File: config.mk
export PLATFORM = sky130hd
export DESIGN_NAME = sid_ctrl
export DESIGN_NICKNAME = d
export VERILOG_FILES = /design/src/hdl/sid_pkg.sv /design/src/hdl/sid_ctrl.sv
export SDC_FILE = /design/constraint.sdc
export NUM_CORES = 1
export LEC_CHECK = 0
export BUFFER_PORTS_ARGS = -buffer_cell sky130_fd_sc_hd__clkbuf_2
export CAP_MARGIN = 20
export CORE_MARGIN = 4
export CORE_UTILIZATION = 40
export CTS_CLUSTER_SIZE = 10
export DETAILED_ROUTE_END_ITERATION = 10
export REMOVE_ABC_BUFFERS = 1
export SLEW_MARGIN = 0
export SYNTH_ARGS = -nofsm -noshare
export SYNTH_HDL_FRONTEND = slang
export SYNTH_SLANG_ARGS = --single-unit
File: constraint.sdc
create_clock -name aclk -period 5 [get_ports aclk]
set_clock_uncertainty 0.1 [all_clocks]
set_input_delay 0.5 -clock aclk [delete_from_list [all_inputs] [get_ports aclk]]
set_output_delay 0.5 -clock aclk [all_outputs]
set_load 0.01 [all_outputs]
File: src/hdl/sid_pkg.sv
// shared types, constants and address mapping for the screen image depacker
package sid_pkg;

    // image store geometry
    localparam int STORE_DEPTH = 6912;
    localparam logic [12:0] STORE_SIZE = 13'd6912;
    localparam logic [12:0] PIX_SIZE = 13'd6144;
    localparam logic [7:0] ATTR_FILL = 8'h07;

    // command codes
    localparam logic [1:0] CMD_START = 2'd0;
    localparam logic [1:0] CMD_BYTE = 2'd1;
    localparam logic [1:0] CMD_READ = 2'd2;
    localparam logic [1:0] CMD_STATUS = 2'd3;

    // error codes
    localparam logic [1:0] ERR_NONE = 2'd0;
    localparam logic [1:0] ERR_SIZE = 2'd1;
    localparam logic [1:0] ERR_ADDR = 2'd2;
    localparam logic [1:0] ERR_BYTE = 2'd3;

    // token constants
    localparam logic [7:0] TOK_END = 8'hC0;
    localparam logic [7:0] TOK_CLASS_MASK = 8'hC1;
    localparam logic [7:0] TOK_FILL = 8'hC1;
    localparam logic [7:0] TOK_LIT = 8'hC0;
    localparam logic [12:0] LIMIT_FLIP = 13'h1800;
    localparam logic [12:0] LIMIT_MASK = 13'h1C00;
    localparam logic [15:0] CONSUMED_MAX = 16'hFFFF;

    typedef struct packed {
        logic [1:0]  command;
        logic [7:0]  data_byte;
        logic [12:0] read_address;
    } in_item_t;

    typedef struct packed {
        logic [7:0]  read_data;
        logic        done_res;
        logic [1:0]  error_code;
        logic        pixels_only;
        logic [15:0] bytes_consumed;
    } out_item_t;

    // follow-up work that a step asks of the controller
    typedef enum logic [1:0] {
        OP_NONE  = 2'd0,
        OP_CLEAR = 2'd1,
        OP_FILL  = 2'd2,
        OP_COPY  = 2'd3
    } op_t;

    typedef struct packed {
        logic latch;
        logic step;
        logic clear;
        logic fill;
        logic cp_rd;
        logic cp_wr;
        logic out_load;
    } ctrl_cmd_t;

    typedef struct packed {
        op_t  next_op;
        logic clear_last;
        logic run_last;
    } dp_status_t;

    // virtual write address to store address, 17 bits so overflow is visible
    function automatic logic [16:0] map_addr(input logic [15:0] v,
                                             input logic [12:0] limit,
                                             input logic [12:0] base);
        logic [16:0] res;
        if (v < {3'b000, limit}) begin
            res = {4'b0000, v[12:11], v[2:0], v[5:3], v[10:6]};
        end else begin
            res = {4'b0000, base} + {1'b0, v};
        end
        return res;
    endfunction

    // legal size codes
    function automatic logic size_ok(input logic [7:0] b);
        return (b == 8'd0) || (b == 8'd1) || (b == 8'd2) ||
               (b == 8'd8) || (b == 8'd9) || (b == 8'd16);
    endfunction

endpackage

File: src/hdl/sid_ctrl.sv
// sequencing state machine for the screen image depacker
module sid_ctrl (
    input  logic               aclk,
    input  logic               aresetn,
    input  logic               s_valid,
    output logic               s_ready,
    output logic               m_valid,
    input  logic               m_ready,
    output sid_pkg::ctrl_cmd_t cmd,
    input  sid_pkg::dp_status_t sts
);
    import sid_pkg::*;

    typedef enum logic [6:0] {
        ST_IDLE  = 7'b0000001,
        ST_STEP  = 7'b0000010,
        ST_CLEAR = 7'b0000100,
        ST_FILL  = 7'b0001000,
        ST_CPRD  = 7'b0010000,
        ST_CPWR  = 7'b0100000,
        ST_RESP  = 7'b1000000
    } state_t;

    state_t state_reg, state_next;
    logic   clear_resp_reg, clear_resp_next;
    logic   m_valid_reg, m_valid_next;
    logic   accept;
    logic   out_free;

    assign s_ready  = (state_reg == ST_IDLE);
    assign accept   = s_valid && s_ready;
    assign out_free = !m_valid_reg || m_ready;
    assign m_valid  = m_valid_reg;

    // next state and commands
    always_comb begin
        state_next      = state_reg;
        clear_resp_next = clear_resp_reg;
        cmd             = '0;
        unique case (state_reg)
            ST_IDLE: begin
                cmd.latch = accept;
                if (accept) begin
                    state_next = ST_STEP;
                end
            end
            ST_STEP: begin
                cmd.step = 1'b1;
                unique case (sts.next_op)
                    OP_CLEAR: begin
                        state_next      = ST_CLEAR;
                        clear_resp_next = 1'b1;
                    end
                    OP_FILL: state_next = ST_FILL;
                    OP_COPY: state_next = ST_CPRD;
                    default: state_next = ST_RESP;
                endcase
            end
            ST_CLEAR: begin
                cmd.clear = 1'b1;
                if (sts.clear_last) begin
                    state_next      = clear_resp_reg ? ST_RESP : ST_IDLE;
                    clear_resp_next = 1'b0;
                end
            end
            ST_FILL: begin
                cmd.fill = 1'b1;
                if (sts.run_last) begin
                    state_next = ST_RESP;
                end
            end
            ST_CPRD: begin
                cmd.cp_rd  = 1'b1;
                state_next = sts.run_last ? ST_RESP : ST_CPWR;
            end
            ST_CPWR: begin
                cmd.cp_wr  = 1'b1;
                state_next = sts.run_last ? ST_RESP : ST_CPRD;
            end
            ST_RESP: begin
                cmd.out_load = out_free;
                if (out_free) begin
                    state_next = ST_IDLE;
                end
            end
            default: state_next = ST_IDLE;
        endcase
    end

    // result valid flag
    always_comb begin
        m_valid_next = m_valid_reg;
        if (cmd.out_load) begin
            m_valid_next = 1'b1;
        end else if (m_ready) begin
            m_valid_next = 1'b0;
        end
    end

    // state registers, reset starts with a clearing pass
    always_ff @(posedge aclk) begin
        if (!aresetn) begin
            state_reg      <= ST_CLEAR;
            clear_resp_reg <= 1'b0;
            m_valid_reg    <= 1'b0;
        end else begin
            state_reg      <= state_next;
            clear_resp_reg <= clear_resp_next;
            m_valid_reg    <= m_valid_next;
        end
    end

`ifndef ASSERT_OFF
    // a result appears only out of the response state
    assert property (@(posedge aclk) disable iff (!aresetn)
        $rose(m_valid_reg) |-> $past(state_reg == ST_RESP))
        else $error("result raised outside response state");

    // a copy write always follows its source read
    assert property (@(posedge aclk) disable iff (!aresetn)
        (state_reg == ST_CPWR) |-> $past(state_reg == ST_CPRD))
        else $error("copy write without source read");

    // an accepted transfer is decoded in the next cycle
    assert property (@(posedge aclk) disable iff (!aresetn)
        accept |=> (state_reg == ST_STEP))
        else $error("accepted transfer not stepped");
`endif

endmodule

==> impl_metrics.yaml <==
run_status:
  status: "finished, final reports clean"
place:
  place_ws_ns: 2.77
  globalplace.congestion: 0.749
  post-place-cells: 96
  dp_hpwl_mm: 1.07
  io_buffer_count: 16
layout:
  areaGrowthSynthToFinish_pct: 19.0
  fin_cells: 100
  largest_reg_flops: 7
  final_nets: 94
  drive_above_1_share_pct: 35.3
  antennaDiodeCount: 0
routing:
  via_per_inst: 5.74
  vias: 574
  drtIter0Drc: 6
  dr.pass1.iters: 4
  wl_mm: 1.38
  antenna_left: 0
  drc_errors: 0
  wl_per_cell_um: 13.8
power_and_ir_drop:
  leakagePower_nw: 0.286
  ir_drop_uv: 139
  powerDensity_nw_per_um2: 254
  finalPower_mw: 0.173
clock_tree:
  cts_hold_buf: 0
  cts_setup_buffers: 0
  cts_max_level: 1
  numCtsBuffers: 3
  root_buffer: "clkbuf_4"
  cts_resized: 0
  numClockSinks: 9
  cts_max_path_buffers: 2
  clk_latency_ns: 0.27
  cts_tree: "yes"
  clk_pin_slew_worst_paths_ns: 0.07
synth:
  synthAdderAreaFrac_pct: 0
  synthMuxAreaShare_pct: 0
  syn_inst: 68
  ys_ff_latch: 9
  netlist_area_um2: 574
  synth_xor_area_share_pct: 0
  synth_top_cells_by_count: "dfxtp_1, nand2b_1, a211oi_1"
  synth_cell_type_count: 31
  synth-seq-area-share_pct: 31.4
  ys.flop_type: "dfxtp_1"
  synth_top_family_by_area: "simple AND/OR/NAND/NOR gates"
  synth_area_leaders: "dfxtp_1, nand2b_1, a211oi_1, or3b_2, nor4_1"
  synth_top_area_share_pct: 31.4
  synth-async-reset-ratio_pct: 0
  avgSynthCellArea_um2: 8.45
  synth_edf_count: 0
  synthSimpleGateAreaFrac_pct: 40.5
  yosys_warnings: 0
  synth_top_area_cell: "dfxtp_1"
  synth.most_common_cell: "dfxtp_1"
  synth_compound_area_share_pct: 22.4
floorplan:
  start_util_pct: 43.1
  die-area_um2: 2110
  coreArea_um2: 1330
  rows: 13
  io_pins: 17
  die_width_um: 45.9
  die_h_um: 45.9
sta:
  rsz0062_at_grt: "no"
  fin_ws_ns: 2.48
  period_share_pct: 50.4
  min_period_ns: 2.52
  timing.hold.ws_ns: 0.352
  timing.final.hold_violations: 0
  tns_ns: 0
  slew_headroom_pct: 71.3
  worst_slew_pin_slew_ns: 0.427
  slew_violations: 0
  max_freq_mhz: 397
  setup_viol: 0
global_routing:
  grt_overflow: 0
  grt_max_degree: 9
  grt_pass1_wl_mm: 2.27
  grt_antenna_before_repair: 0
  grt_pass1_vias: 526
  grt_usage_pct: 15.5
min_path:
  min_path_type: "in2reg"
setup_path:
  start_kind: "flip-flop"
  cp-end-kind: "output pin"
  critPathArrivalTime_ns: 1.92
  path_class: "reg2out"
  crit_fanout: 7
  worst_ep_required_time_ns: 4.40
job:
  drv_cap: 0
-- cell type report --
cell class | count | area, um2
Clock buffer | 3 | 22.5
Tap cell | 15 | 18.8
Fill cell | 147 | 651
Multi-Input combinational cell | 52 | 362
Sequential cell | 9 | 180
Inverter | 4 | 15.0
Clock inverter | 1 | 5.00
Timing Repair Buffer | 16 | 80.1
-- where the power goes --
part	switching, mW	total, mW	internal [mW]
clock	0.0292	0.0588	0.0296
sequential	0.00386	0.0782	0.0743
combinational	0.0218	0.0363	0.0145
total	0.0548	0.173	0.118
-- cell usage in the layout, fill, tap and decap left out, drive strengths merged --
master,n
clkinv,1
or3b,3
o221ai,1
a221oi,1
a31oi,1
and2,1
dfxtp,9
nor2b,1
o311a,1
o31ai,1
nand2b,7
clkbuf,19
a211oi,5
or2,2
nand3b,1
nand2,4
nor4,4
or4,1
o41ai,1
inv,4
and3,1
or3,3
a32oi,1
a2111oi,1
nor2,4
nor3,5
a21oi,2
-- metal layers --
metal	track usage (%)	part of all wire, %	vias up
met1	20.6	47	269
met4	3.41	0.58	0
met3	7.11	5.3	2
met5	0	0	-
met2	22.8	46	12
li1	-	-	291
-- through the flow --
| step | utilization, % | area (um2) |
|---|---|---|
| 2_1_floorplan | - | 557 |
| 3_3_place_gp | 49.2 | 656 |
| 3_5_place_dp | 49.2 | 656 |
| 4_1_cts | 51.2 | 683 |
| 5_1_grt | 51.2 | 683 |
| 6_report | 51.2 | 683 |
-- critical path: stages, from the launching register on --
cell and delay [ns]:
dfxtp_1 0.35, or4_1 0.66, or3_4 0.44, inv_1 0.08
clkbuf_2 0.12
-- logic make-up (layout without fill, tap and decap cells) --
kind of cell / Yosys count / count (layout)
buf+inv: 7 / 24
flops: 9 / 9
compound gates: 15 / 15
simple gates: 37 / 37
-- worst paths after layout --
path                             start                     endpoint  slack (ns)  depth (start not counted)
max          state_reg[0]$_SDFFE_PN0P_                       cmd[4]        2.48                          4
min                             sts[1]  clear_resp_reg$_SDFFE_PN0P_        0.35                          2
max reg2reg  state_reg[0]$_SDFFE_PN0P_    state_reg[0]$_SDFFE_PN0P_        3.08                          4
min reg2reg  state_reg[3]$_SDFFE_PN0P_    state_reg[3]$_SDFFE_PN0P_        0.44                          2
Note: power is estimated with default switching activity, not from simulation.
